--- src/hw/rtl/amfp_pkg.sv ---
// Shared constants and controller/datapath types of the measurement frame parser.
package amfp_pkg;

   localparam int DEF_FRAME_BYTES = 47;
   localparam int DEF_FIELD_CHARS = 23;
   localparam int DEF_MAX_VALUES  = 4;
   localparam int DEF_FRAC_DIGITS = 4;

   localparam int BYTE_WIDTH  = 8;
   localparam int VALUE_WIDTH = 32;
   localparam int INDEX_WIDTH = 2;
   localparam int MAXV_WIDTH  = 3;

   // Configuration port.
   localparam int CSR_ADDR_WIDTH = 3;
   localparam int CSR_DATA_WIDTH = 32;
   localparam logic [MAXV_WIDTH-1:0] MAXV_RESET = 3'd4;

   // Commands from the controller to the datapath.
   typedef struct packed {
      logic clear_frame;
      logic take_byte;
      logic count_byte;
      logic clear_field;
      logic scale_step;
      logic store_value;
      logic emit_load;
   } amfp_cmd_type;

   // Status from the datapath to the controller.
   typedef struct packed {
      logic in_timeout;
      logic in_etx;
      logic in_field_end;
      logic need_store;
      logic scale_done;
      logic out_free;
      logic emit_last;
   } amfp_status_type;

endpackage

--- src/hw/rtl/amfp_if.sv ---
// Handshake channels for received bytes and parsed values.
interface amfp_req_if import amfp_pkg::*; ();
   logic                  valid;
   logic                  ready;
   logic                  action;
   logic [BYTE_WIDTH-1:0] rx_byte;

   modport source (output valid, output action, output rx_byte, input ready);
   modport sink   (input valid, input action, input rx_byte, output ready);
endinterface

interface amfp_rsp_if import amfp_pkg::*; ();
   logic                          valid;
   logic                          ready;
   logic signed [VALUE_WIDTH-1:0] value;
   logic [INDEX_WIDTH-1:0]        value_index;
   logic                          has_value;
   logic                          frame_last;

   modport source (output valid, output value, output value_index, output has_value,
                   output frame_last, input ready);
   modport sink   (input valid, input value, input value_index, input has_value,
                   input frame_last, output ready);
endinterface

--- src/hw/rtl/amfp_csr.sv ---
// Configuration register block holding the per-frame value limit.
module amfp_csr import amfp_pkg::*; (
   input  logic                      clock,
   input  logic                      reset,
   input  logic                      csr_psel,
   input  logic                      csr_penable,
   input  logic                      csr_pwrite,
   input  logic [CSR_ADDR_WIDTH-1:0] csr_paddr,
   input  logic [CSR_DATA_WIDTH-1:0] csr_pwdata,
   output logic [CSR_DATA_WIDTH-1:0] csr_prdata,
   output logic                      csr_pready,
   output logic [MAXV_WIDTH-1:0]     max_values
);

   localparam logic [CSR_ADDR_WIDTH-3:0] REG_MAX_VALUES = '0;

   logic [MAXV_WIDTH-1:0] max_values_ff;
   logic [MAXV_WIDTH-1:0] max_values_in;
   logic                  hit;

   // Registers are decoded on the word address; byte lanes are ignored.
   assign hit = (csr_paddr[CSR_ADDR_WIDTH-1:2] == REG_MAX_VALUES);

   always_comb begin
      max_values_in = max_values_ff;
      if (csr_psel && csr_penable && csr_pwrite && hit) begin
         max_values_in = csr_pwdata[MAXV_WIDTH-1:0];
      end
   end

   always_ff @(posedge clock) begin
      if (reset) begin
         max_values_ff <= MAXV_RESET;
      end else begin
         max_values_ff <= max_values_in;
      end
   end

   assign csr_pready = 1'b1;
   assign csr_prdata = hit ? {{(CSR_DATA_WIDTH-MAXV_WIDTH){1'b0}}, max_values_ff} : '0;
   assign max_values = max_values_ff;

endmodule

--- src/hw/rtl/amfp_ctrl.sv ---
// Controller state machine sequencing byte intake, value scaling and result emission.
module amfp_ctrl import amfp_pkg::*; (
   input  logic            clock,
   input  logic            reset,
   input  logic            req_valid,
   output logic            req_ready,
   input  amfp_status_type sts,
   output amfp_cmd_type    cmd
);

   localparam logic [1:0] ST_IDLE   = 2'd0;
   localparam logic [1:0] ST_FINISH = 2'd1;
   localparam logic [1:0] ST_EMIT   = 2'd2;

   logic [1:0] state_ff;
   logic [1:0] state_in;
   logic       etx_ff;
   logic       etx_in;

   always_comb begin
      state_in  = state_ff;
      etx_in    = etx_ff;
      cmd       = '0;
      req_ready = (state_ff == ST_IDLE);
      unique case (state_ff)
         ST_IDLE: begin
            if (req_valid) begin
               priority if (sts.in_timeout) begin
                  cmd.clear_frame = 1'b1;
               end else if (sts.in_etx) begin
                  etx_in   = 1'b1;
                  state_in = ST_FINISH;
               end else if (sts.in_field_end) begin
                  cmd.count_byte = 1'b1;
                  etx_in         = 1'b0;
                  state_in       = ST_FINISH;
               end else begin
                  cmd.take_byte = 1'b1;
               end
            end
         end
         ST_FINISH: begin
            // A field with a digit is scaled one decade per cycle before it is stored, if the store has room.
            if (!sts.need_store) begin
               cmd.clear_field = 1'b1;
               state_in        = etx_ff ? ST_EMIT : ST_IDLE;
            end else if (!sts.scale_done) begin
               cmd.scale_step = 1'b1;
            end else begin
               cmd.store_value = 1'b1;
               state_in        = etx_ff ? ST_EMIT : ST_IDLE;
            end
         end
         ST_EMIT: begin
            if (sts.out_free) begin
               cmd.emit_load = 1'b1;
               if (sts.emit_last) begin
                  cmd.clear_frame = 1'b1;
                  state_in        = ST_IDLE;
               end
            end
         end
         default: begin
            state_in = ST_IDLE;
         end
      endcase
   end

   always_ff @(posedge clock) begin
      if (reset) begin
         state_ff <= ST_IDLE;
         etx_ff   <= 1'b0;
      end else begin
         state_ff <= state_in;
         etx_ff   <= etx_in;
      end
   end

endmodule

--- src/hw/rtl/amfp_dp.sv ---
// Datapath: frame and field state, number accumulator, value store and result register.
module amfp_dp import amfp_pkg::*; #(
   parameter int FRAME_BYTES = DEF_FRAME_BYTES,
   parameter int FIELD_CHARS = DEF_FIELD_CHARS,
   parameter int MAX_VALUES  = DEF_MAX_VALUES,
   parameter int FRAC_DIGITS = DEF_FRAC_DIGITS
) (
   input  logic                  clock,
   input  logic                  reset,
   input  logic                  in_action,
   input  logic [BYTE_WIDTH-1:0] in_byte,
   input  logic [MAXV_WIDTH-1:0] max_values,
   input  amfp_cmd_type          cmd,
   output amfp_status_type       sts,
   amfp_rsp_if.source            rsp_port
);

   localparam int BCW = $clog2(FRAME_BYTES + 1);
   localparam int CCW = $clog2(FIELD_CHARS + 1);
   localparam int VCW = $clog2(MAX_VALUES + 1);
   localparam int FW  = $clog2(FRAC_DIGITS + 1);
   localparam int IW  = (MAX_VALUES > 1) ? $clog2(MAX_VALUES) : 1;
   localparam int CW  = (VCW > MAXV_WIDTH) ? VCW : MAXV_WIDTH;
   localparam int ACC_WIDTH = VALUE_WIDTH - 1;
   localparam logic [ACC_WIDTH-1:0] SAT_LIMIT = '1;

   localparam logic [BYTE_WIDTH-1:0] CH_ETX   = 8'h03;
   localparam logic [BYTE_WIDTH-1:0] CH_NUL   = 8'h00;
   localparam logic [BYTE_WIDTH-1:0] CH_SEMI  = 8'h3B;
   localparam logic [BYTE_WIDTH-1:0] CH_COMMA = 8'h2C;
   localparam logic [BYTE_WIDTH-1:0] CH_MINUS = 8'h2D;
   localparam logic [BYTE_WIDTH-1:0] CH_PLUS  = 8'h2B;
   localparam logic [BYTE_WIDTH-1:0] CH_POINT = 8'h2E;
   localparam logic [BYTE_WIDTH-1:0] CH_ZERO  = 8'h30;
   localparam logic [BYTE_WIDTH-1:0] CH_NINE  = 8'h39;

   localparam logic [2:0] PH_START = 3'd0;
   localparam logic [2:0] PH_SIGN  = 3'd1;
   localparam logic [2:0] PH_INT   = 3'd2;
   localparam logic [2:0] PH_FRAC  = 3'd3;
   localparam logic [2:0] PH_DONE  = 3'd4;

   // Multiply by ten with shifts, add a digit, and clamp at the saturation limit.
   function automatic logic [ACC_WIDTH-1:0] mul10_add(input logic [ACC_WIDTH-1:0] a,
                                                       input logic [3:0] d);
      logic [ACC_WIDTH+3:0] p;
      p = {1'b0, a, 3'b000} + {3'b000, a, 1'b0} + {{ACC_WIDTH{1'b0}}, d};
      if (p > {4'b0000, SAT_LIMIT}) begin
         return SAT_LIMIT;
      end
      return p[ACC_WIDTH-1:0];
   endfunction

   logic [BCW-1:0]       byte_cnt_ff, byte_cnt_in;
   logic                 ended_ff, ended_in;
   logic [CCW-1:0]       char_cnt_ff, char_cnt_in;
   logic [2:0]           phase_ff, phase_in;
   logic                 neg_ff, neg_in;
   logic                 digit_seen_ff, digit_seen_in;
   logic [ACC_WIDTH-1:0] acc_ff, acc_in;
   logic [FW-1:0]        frac_ff, frac_in;
   logic [VCW-1:0]       vcount_ff, vcount_in;
   logic [CW-1:0]        emit_idx_ff, emit_idx_in;

   logic signed [VALUE_WIDTH-1:0] store_ff [MAX_VALUES];
   logic signed [VALUE_WIDTH-1:0] store_word;

   logic                          rsp_valid_ff, rsp_valid_in;
   logic signed [VALUE_WIDTH-1:0] rsp_value_ff;
   logic [INDEX_WIDTH-1:0]        rsp_index_ff;
   logic                          rsp_has_ff;
   logic                          rsp_last_ff;

   logic [BYTE_WIDTH-1:0] ch;
   logic                  is_digit, is_sign, is_point, frame_open;
   logic [CW-1:0]         limit, n_emit;
   logic                  emit_has;

   assign ch         = (in_byte == CH_COMMA) ? CH_POINT : in_byte;
   assign is_digit   = (ch >= CH_ZERO) && (ch <= CH_NINE);
   assign is_sign    = (ch == CH_MINUS) || (ch == CH_PLUS);
   assign is_point   = (ch == CH_POINT);
   assign frame_open = !ended_ff && (byte_cnt_ff < BCW'(FRAME_BYTES));

   assign limit  = (CW'(max_values) >= CW'(MAX_VALUES)) ? CW'(MAX_VALUES) : CW'(max_values);
   assign n_emit = (CW'(vcount_ff) < limit) ? CW'(vcount_ff) : limit;
   assign emit_has = (n_emit != '0);

   assign sts.in_timeout   = in_action;
   assign sts.in_etx       = !in_action && (in_byte == CH_ETX);
   assign sts.in_field_end = !in_action && (in_byte == CH_SEMI) && frame_open;
   assign sts.need_store   = digit_seen_ff && (vcount_ff < VCW'(MAX_VALUES));
   assign sts.scale_done   = (frac_ff == FW'(FRAC_DIGITS));
   assign sts.out_free     = !rsp_valid_ff || rsp_port.ready;
   assign sts.emit_last    = !emit_has || (CW'(emit_idx_ff + 1'b1) == n_emit);

   always_comb begin
      byte_cnt_in   = byte_cnt_ff;
      ended_in      = ended_ff;
      char_cnt_in   = char_cnt_ff;
      phase_in      = phase_ff;
      neg_in        = neg_ff;
      digit_seen_in = digit_seen_ff;
      acc_in        = acc_ff;
      frac_in       = frac_ff;
      vcount_in     = vcount_ff;
      emit_idx_in   = emit_idx_ff;
      priority if (cmd.clear_frame || cmd.clear_field || cmd.store_value) begin
         char_cnt_in   = '0;
         phase_in      = PH_START;
         neg_in        = 1'b0;
         digit_seen_in = 1'b0;
         acc_in        = '0;
         frac_in       = '0;
         if (cmd.clear_frame) begin
            byte_cnt_in = '0;
            ended_in    = 1'b0;
            vcount_in   = '0;
            emit_idx_in = '0;
         end else if (cmd.store_value) begin
            vcount_in = vcount_ff + 1'b1;
         end
      end else if (cmd.count_byte) begin
         byte_cnt_in = byte_cnt_ff + 1'b1;
      end else if (cmd.take_byte) begin
         if (frame_open) begin
            byte_cnt_in = byte_cnt_ff + 1'b1;
            if (in_byte == CH_NUL) begin
               ended_in = 1'b1;
            end else if ((is_digit || is_sign || is_point) &&
                         (char_cnt_ff < CCW'(FIELD_CHARS))) begin
               char_cnt_in = char_cnt_ff + 1'b1;
               if (is_digit) begin
                  digit_seen_in = 1'b1;
               end
               unique case (phase_ff)
                  PH_START, PH_SIGN: begin
                     if (is_digit) begin
                        acc_in   = mul10_add(acc_ff, ch[3:0]);
                        phase_in = PH_INT;
                     end else if (is_point) begin
                        phase_in = PH_FRAC;
                     end else if (is_sign && (phase_ff == PH_START)) begin
                        neg_in   = (ch == CH_MINUS);
                        phase_in = PH_SIGN;
                     end else begin
                        phase_in = PH_DONE;
                     end
                  end
                  PH_INT: begin
                     if (is_digit) begin
                        acc_in = mul10_add(acc_ff, ch[3:0]);
                     end else if (is_point) begin
                        phase_in = PH_FRAC;
                     end else begin
                        phase_in = PH_DONE;
                     end
                  end
                  PH_FRAC: begin
                     if (is_digit) begin
                        // Fraction digits past the kept precision are dropped.
                        if (frac_ff < FW'(FRAC_DIGITS)) begin
                           acc_in  = mul10_add(acc_ff, ch[3:0]);
                           frac_in = frac_ff + 1'b1;
                        end
                     end else begin
                        phase_in = PH_DONE;
                     end
                  end
                  default: begin
                     phase_in = phase_ff;
                  end
               endcase
            end
         end
      end else if (cmd.scale_step) begin
         acc_in  = mul10_add(acc_ff, 4'd0);
         frac_in = frac_ff + 1'b1;
      end else if (cmd.emit_load) begin
         emit_idx_in = emit_idx_ff + 1'b1;
      end
   end

   always_ff @(posedge clock) begin
      if (reset) begin
         byte_cnt_ff   <= '0;
         ended_ff      <= 1'b0;
         char_cnt_ff   <= '0;
         phase_ff      <= PH_START;
         neg_ff        <= 1'b0;
         digit_seen_ff <= 1'b0;
         acc_ff        <= '0;
         frac_ff       <= '0;
         vcount_ff     <= '0;
         emit_idx_ff   <= '0;
      end else begin
         byte_cnt_ff   <= byte_cnt_in;
         ended_ff      <= ended_in;
         char_cnt_ff   <= char_cnt_in;
         phase_ff      <= phase_in;
         neg_ff        <= neg_in;
         digit_seen_ff <= digit_seen_in;
         acc_ff        <= acc_in;
         frac_ff       <= frac_in;
         vcount_ff     <= vcount_in;
         emit_idx_ff   <= emit_idx_in;
      end
   end

   always_ff @(posedge clock) begin
      if (cmd.store_value) begin
         store_ff[vcount_ff[IW-1:0]] <= neg_ff ? -$signed({1'b0, acc_ff})
                                               : $signed({1'b0, acc_ff});
      end
   end

   assign store_word = store_ff[emit_idx_ff[IW-1:0]];

   // The result register frees the controller as soon as the last word is loaded.
   always_comb begin
      rsp_valid_in = rsp_valid_ff;
      if (cmd.emit_load) begin
         rsp_valid_in = 1'b1;
      end else if (rsp_port.ready) begin
         rsp_valid_in = 1'b0;
      end
   end

   always_ff @(posedge clock) begin
      if (reset) begin
         rsp_valid_ff <= 1'b0;
      end else begin
         rsp_valid_ff <= rsp_valid_in;
      end
   end

   always_ff @(posedge clock) begin
      if (cmd.emit_load) begin
         rsp_value_ff <= emit_has ? store_word : '0;
         rsp_index_ff <= emit_has ? emit_idx_ff[INDEX_WIDTH-1:0] : '0;
         rsp_has_ff   <= emit_has;
         rsp_last_ff  <= sts.emit_last;
      end
   end

   assign rsp_port.valid       = rsp_valid_ff;
   assign rsp_port.value       = rsp_value_ff;
   assign rsp_port.value_index = rsp_index_ff;
   assign rsp_port.has_value   = rsp_has_ff;
   assign rsp_port.frame_last  = rsp_last_ff;

endmodule

--- src/hw/rtl/ascii_measurement_frame_parser_unit.sv ---
// Ordinary bytes and timeouts are taken one per cycle; a ';' that closes a field holding
// a digit goes through the scaling loop, which scales the value to FRAC_DIGITS fraction digits.
// ETX runs the same field close, then emits one word per cycle while the result side is free,
// up to min(max_values, MAX_VALUES) words (one word for an empty frame) from the EMIT state.
// A result register lets the next byte be taken while the last word waits.
// Synchronous active-high reset clears all frame state and sets max_values to 4.
module ascii_measurement_frame_parser_unit import amfp_pkg::*; #(
   parameter int FRAME_BYTES = DEF_FRAME_BYTES,
   parameter int FIELD_CHARS = DEF_FIELD_CHARS,
   parameter int MAX_VALUES  = DEF_MAX_VALUES,
   parameter int FRAC_DIGITS = DEF_FRAC_DIGITS
) (
   input  logic                      clock,
   input  logic                      reset,
   amfp_req_if.sink                  req_port,
   amfp_rsp_if.source                rsp_port,
   input  logic                      csr_psel,
   input  logic                      csr_penable,
   input  logic                      csr_pwrite,
   input  logic [CSR_ADDR_WIDTH-1:0] csr_paddr,
   input  logic [CSR_DATA_WIDTH-1:0] csr_pwdata,
   output logic [CSR_DATA_WIDTH-1:0] csr_prdata,
   output logic                      csr_pready
);

   logic [MAXV_WIDTH-1:0] max_values;
   amfp_cmd_type          cmd;
   amfp_status_type       sts;

   amfp_csr u_csr (
      .clock       (clock),
      .reset       (reset),
      .csr_psel    (csr_psel),
      .csr_penable (csr_penable),
      .csr_pwrite  (csr_pwrite),
      .csr_paddr   (csr_paddr),
      .csr_pwdata  (csr_pwdata),
      .csr_prdata  (csr_prdata),
      .csr_pready  (csr_pready),
      .max_values  (max_values)
   );

   amfp_ctrl u_ctrl (
      .clock     (clock),
      .reset     (reset),
      .req_valid (req_port.valid),
      .req_ready (req_port.ready),
      .sts       (sts),
      .cmd       (cmd)
   );

   amfp_dp #(
      .FRAME_BYTES (FRAME_BYTES),
      .FIELD_CHARS (FIELD_CHARS),
      .MAX_VALUES  (MAX_VALUES),
      .FRAC_DIGITS (FRAC_DIGITS)
   ) u_dp (
      .clock      (clock),
      .reset      (reset),
      .in_action  (req_port.action),
      .in_byte    (req_port.rx_byte),
      .max_values (max_values),
      .cmd        (cmd),
      .sts        (sts),
      .rsp_port   (rsp_port)
   );

endmodule

--- src/flat_wrapper.sv ---
// flat-port wrapper written by rule: the top's interface ports become plain ports
module ascii_measurement_frame_parser_unit_flat import amfp_pkg::*;
#(
   parameter int FRAME_BYTES = DEF_FRAME_BYTES,
   parameter int FIELD_CHARS = DEF_FIELD_CHARS,
   parameter int MAX_VALUES  = DEF_MAX_VALUES,
   parameter int FRAC_DIGITS = DEF_FRAC_DIGITS
)
  (clock, reset, csr_psel, csr_penable, csr_pwrite, csr_paddr, csr_pwdata, csr_prdata, csr_pready, req_port_valid, req_port_action, req_port_rx_byte, req_port_ready, rsp_port_valid, rsp_port_value, rsp_port_value_index, rsp_port_has_value, rsp_port_frame_last, rsp_port_ready);
  amfp_req_if req_port_i ();
  amfp_rsp_if rsp_port_i ();
  input  logic clock;
  input  logic reset;
  input  logic csr_psel;
  input  logic csr_penable;
  input  logic csr_pwrite;
  input  logic [CSR_ADDR_WIDTH-1:0] csr_paddr;
  input  logic [CSR_DATA_WIDTH-1:0] csr_pwdata;
  output logic [CSR_DATA_WIDTH-1:0] csr_prdata;
  output logic csr_pready;
  input wire logic [$bits(req_port_i.valid)-1:0] req_port_valid;
  input wire logic [$bits(req_port_i.action)-1:0] req_port_action;
  input wire logic [$bits(req_port_i.rx_byte)-1:0] req_port_rx_byte;
  output wire logic [$bits(req_port_i.ready)-1:0] req_port_ready;
  output wire logic [$bits(rsp_port_i.valid)-1:0] rsp_port_valid;
  output wire logic [$bits(rsp_port_i.value)-1:0] rsp_port_value;
  output wire logic [$bits(rsp_port_i.value_index)-1:0] rsp_port_value_index;
  output wire logic [$bits(rsp_port_i.has_value)-1:0] rsp_port_has_value;
  output wire logic [$bits(rsp_port_i.frame_last)-1:0] rsp_port_frame_last;
  input wire logic [$bits(rsp_port_i.ready)-1:0] rsp_port_ready;
  assign req_port_i.valid = req_port_valid;
  assign req_port_i.action = req_port_action;
  assign req_port_i.rx_byte = req_port_rx_byte;
  assign req_port_ready = req_port_i.ready;
  assign rsp_port_valid = rsp_port_i.valid;
  assign rsp_port_value = rsp_port_i.value;
  assign rsp_port_value_index = rsp_port_i.value_index;
  assign rsp_port_has_value = rsp_port_i.has_value;
  assign rsp_port_frame_last = rsp_port_i.frame_last;
  assign rsp_port_i.ready = rsp_port_ready;
  ascii_measurement_frame_parser_unit #(.FRAME_BYTES(FRAME_BYTES), .FIELD_CHARS(FIELD_CHARS), .MAX_VALUES(MAX_VALUES), .FRAC_DIGITS(FRAC_DIGITS)) u_core (.clock(clock), .reset(reset), .req_port(req_port_i), .rsp_port(rsp_port_i), .csr_psel(csr_psel), .csr_penable(csr_penable), .csr_pwrite(csr_pwrite), .csr_paddr(csr_paddr), .csr_pwdata(csr_pwdata), .csr_prdata(csr_prdata), .csr_pready(csr_pready));
endmodule
--- config.mk ---
export PLATFORM = sky130hd
export DESIGN_NAME = ascii_measurement_frame_parser_unit_flat
export DESIGN_NICKNAME = d
export VERILOG_FILES = /design/src/hw/rtl/amfp_pkg.sv /design/src/hw/rtl/amfp_if.sv /design/src/hw/rtl/amfp_csr.sv /design/src/hw/rtl/amfp_ctrl.sv /design/src/hw/rtl/amfp_dp.sv /design/src/hw/rtl/ascii_measurement_frame_parser_unit.sv /design/src/flat_wrapper.sv
export SDC_FILE = /design/constraint.sdc
export NUM_CORES = 1
export LEC_CHECK = 0
export BUFFER_PORTS_ARGS = -buffer_cell sky130_fd_sc_hd__buf_2
export CORE_UTILIZATION = 50
export CTS_BUF_LIST = sky130_fd_sc_hd__clkbuf_4 sky130_fd_sc_hd__clkbuf_8
export CTS_CLUSTER_SIZE = 30
export DETAILED_ROUTE_END_ITERATION = 8
export GPL_TIMING_DRIVEN = 1
export PLACE_DENSITY = 0.69
export SYNTH_ARGS = -nofsm -noshare
export SYNTH_HDL_FRONTEND = slang
export SYNTH_SLANG_ARGS = --single-unit
--- constraint.sdc ---
create_clock -name clock -period 11.15 [get_ports clock]
set_input_delay 2.23 -clock clock [delete_from_list [all_inputs] [get_ports clock]]
set_output_delay 2.23 -clock clock [all_outputs]
set_load 0.02 [all_outputs]
==> reports/summary.txt <==
Outcome: completed
Reg2Reg Depth: 13
Crit path launch: req_port_rx_byte[7]
Minimum clock period: 6.51 ns
Crit path buf inv count: 2
Cells after synthesis: 1174
PostCTS Resize Cnt: 0
Worst Max-Slew Pin Slew: 0.965 ns
Slew Limit Fails: 0
Top-level port count: 122
Routed vias/inst: 5.72
Post-synth top area share: 38.5%
Core area: 0.0252 mm^2
Final net count: 1335
Synth cell types: 88
Ordered cell list for the critical path: buf_2, nor2_1, nand2_1, nor2_1, nand2_1, nand2b_1, ha_1, inv_1, fa_1, nor2b_1, o211a_1, nor3b_1, nand4_1, nor4_1, nand4_1, nor3_2, nand3_1, mux2i_4, o21ai_0, a32o_1
Die Ht: 162 um
Fin Setup TNS: 0 ns
Post-synth top area cell: edfxtp_1
GP Congestion: 0.884
Hpwl dp: 18900 um
PwrDens: 117 mW/mm^2
DR WL/cell: 16.7 um
Synthesis Warnings: 0
Leak Pwr: 0.00520 uW
Layout cells sized above 1: 16.2%
Post-CTS Setup Bufs: 0
Max Cap Viol: 0
Deepest clock path buffer count: 3
Worst Setup EP: u_core.u_dp.acc_ff[3]
Die Wd: 162 um
Fmax: 154 MHz
Cell Area, Synth: 0.0128 mm^2
Top area cells in the synthesized netlist: edfxtp_1 38%, dfxtp_1 10%, mux4_2 5.6%
Final worst-path cycle share: 58.4%
DRT iter0 DRCs: 725
Unrepaired setup endpoints after global routing: false
Critical path's slowest cell: mux2i_4
H-tree levels: 2
Critical path fanouts, max: 23
Clock Skews: 0.0151 ns
Syn Area/Cell: 10.9 um^2
Number of remaining DRC errors: 0
Reg-to-Reg Start: u_core.u_dp.acc_ff[0]
Post-synth ARST share: 0%
Placed cells: 1530
CP Capture Type: flop
CP peak stage delay: 0.66 ns
Req. time, crit path: 11.56 ns
Area Growth Syn to Fin: 9.16%
Antenna violations before repair: 0
Final ANT Viol Nets: 0
# diodes: 0
GRT Util Overall: 20.9%
R2R setup slack: 6.33 ns
Total wire length: 26600 um
Worst setup SP type: input pin
EDFF count, synth: 164
CTS buffer count: 36
TritonRoute pass-1 iters: 5
CTS root buf: clkbuf_8
Sequential area share after synthesis: 48.5%
Levels on crit path: 20
Filler cell count: 2113
Primary FF master, synth: edfxtp_1
Row count: 58
CTS clk-pin slew, worst paths: 0.06 ns
Clock sink count: 228
Largest net degree at the start of global routing: 43
Initial Util: 50.9%
Relative slew slack: 35.6%
RR Endpoint: u_core.u_dp.acc_ff[3]
I/O Buffers: 60
Overflow after GRT: 0
Via Count: 9111
First-pass GRT wire length: 43900 um
Clock Latency Late Sink: 0.52 ns
Non-filler instance count after layout: 1593
Crit path DAT: 6.92 ns
# hold bufs at CTS: 0
WS Path Type: in2reg
VDD IR max: 0.121 mV
CTS tree: yes
Number of synthesized register bits: 228
Final hold viol count: 0
Largest delay share family, worst path: simple AND/OR/NAND/NOR gates
WHS: 0.472 ns
Finish-stage setup viols: 0
Vias in the first global route: 8638
Die Area: 0.0263 mm^2
Worst hold path class: reg2reg
==> routing by layer <==
layer,track usage (%),up-vias,routed length [um]
li1,-,4486,-
met2,33.9,229,12400
met1,29.1,4353,12600
met4,6.99,0,504
met3,2.73,43,1160
met5,0,-,0
==> Yosys cell counts (all sizes together), types with 31 or more instances <==
cell,count
mux4,32
edfxtp,164
buf,43
dfxtp,64
a21oi,63
ha,44
nand2,92
nor2b,42
clkbuf,31
xnor2,51
inv,33
nor2,93
o21ai,72
==> state kept, by name, summed over array words and instances (netlist names), 5 cells and up <==
name	flops
u_core.u_dp.acc_ff	31
u_core.u_dp.rsp_port.value	32
u_core.u_dp.store_ff	128
u_core.u_dp.char_cnt_ff	5
u_core.u_dp.byte_cnt_ff	6
==> cells in the final DEF, fill, tap and decap left out, types with 13 or more instances in the layout <==
| cell | n |
|---|---|
| clkbuf_4 | 14 |
| nand3_1 | 24 |
| or3_1 | 15 |
| nor3_1 | 18 |
| clkbuf_8 | 36 |
| and3_1 | 17 |
| a21oi_1 | 59 |
| edfxtp_1 | 164 |
| dfxtp_1 | 63 |
| inv_1 | 33 |
| conb_1 | 30 |
| nand2b_1 | 18 |
| xor2_1 | 13 |
| xnor2_1 | 50 |
| nor2b_1 | 41 |
| ha_1 | 44 |
| nand4_1 | 21 |
| a21o_1 | 23 |
| nor2_1 | 93 |
| nand2_1 | 90 |
| buf_2 | 60 |
| and2_1 | 19 |
| mux4_2 | 32 |
| o21ai_0 | 60 |
==> worst register-to-register path, delay by kind of cell, from the launching register on <==
family / cells / cell delay, ns
AO/OA/AOI/OAI: 6 / 1.73
XOR/XNOR: 1 / 0.24
adder cells (fa/ha/maj): 2 / 0.70
flip-flops: 1 / 0.39
multiplexers: 1 / 0.66
AND/OR/NAND/NOR: 3 / 0.99
==> report_power, final <==
group	leakage, uW	switching, uW	internal (uW)
Sequential	0.00205	1.46	898
Clock	0.000363	314	373
Combinational	0.00279	35.3	14.4
Total	0.00520	350	1290
==> kinds of logic (layout without fill, tap and decap cells) <==
| family | Yosys count | after routing | share of synthesized area, % |
|---|---|---|---|
| simple gates | 400 | 400 | 16.2 |
| compound gates | 284 | 284 | 15.2 |
| flops | 228 | 228 | 48.5 |
| buf+inv | 107 | 168 | 4.41 |
| xor+xnor | 64 | 64 | 4.44 |
| fa+ha+maj | 46 | 46 | 4.61 |
| mux | 43 | 43 | 6.60 |
| other cells | 2 | 30 | 0.0586 |
==> worst min path at each step <==
stage / start / endpoint / slack [ns] / cells after the start
2_1_floorplan: u_core.u_dp.char_cnt_ff[4] / u_core.u_dp.char_cnt_ff[4] / 0.44 / 2
6_report: u_core.u_dp.char_cnt_ff[4] / u_core.u_dp.char_cnt_ff[4] / 0.47 / 2
3_3_place_gp: u_core.u_dp.char_cnt_ff[4] / u_core.u_dp.char_cnt_ff[4] / 0.45 / 2
3_5_place_dp: u_core.u_dp.char_cnt_ff[4] / u_core.u_dp.char_cnt_ff[4] / 0.46 / 2
4_1_cts: u_core.u_dp.char_cnt_ff[4] / u_core.u_dp.char_cnt_ff[4] / 0.48 / 2
5_1_grt: u_core.u_dp.ended_ff / u_core.u_dp.ended_ff / 0.50 / 2
==> final cells by class <==
type                    instances  area [um^2]  area share (%)
well taps                     330          413            2.95
flip-flops and latches        228         6210            44.4
clock inverters                13         91.3           0.653
inverters                      33          124           0.886
multi-input cells             867         6150            44.0
repair buffers                 72          390            2.79
clock buffers                  50          601            4.30
==> metrics by stage <==
step | total power (uW) | area [um^2] | worst slack [ns] | utilization (%)
2_1_floorplan | 962 | 12900 | 5.46 | -
3_3_place_gp | 966 | 13300 | 4.29 | 52.8
3_5_place_dp | 967 | 13300 | 4.16 | 52.8
4_1_cts | 1650 | 14000 | 4.71 | 55.5
5_1_grt | 1690 | 14000 | 4.18 | 55.5
6_report | 1640 | 14000 | 4.64 | 55.5
No activity file was read; power rests on OpenSTA's default activity.
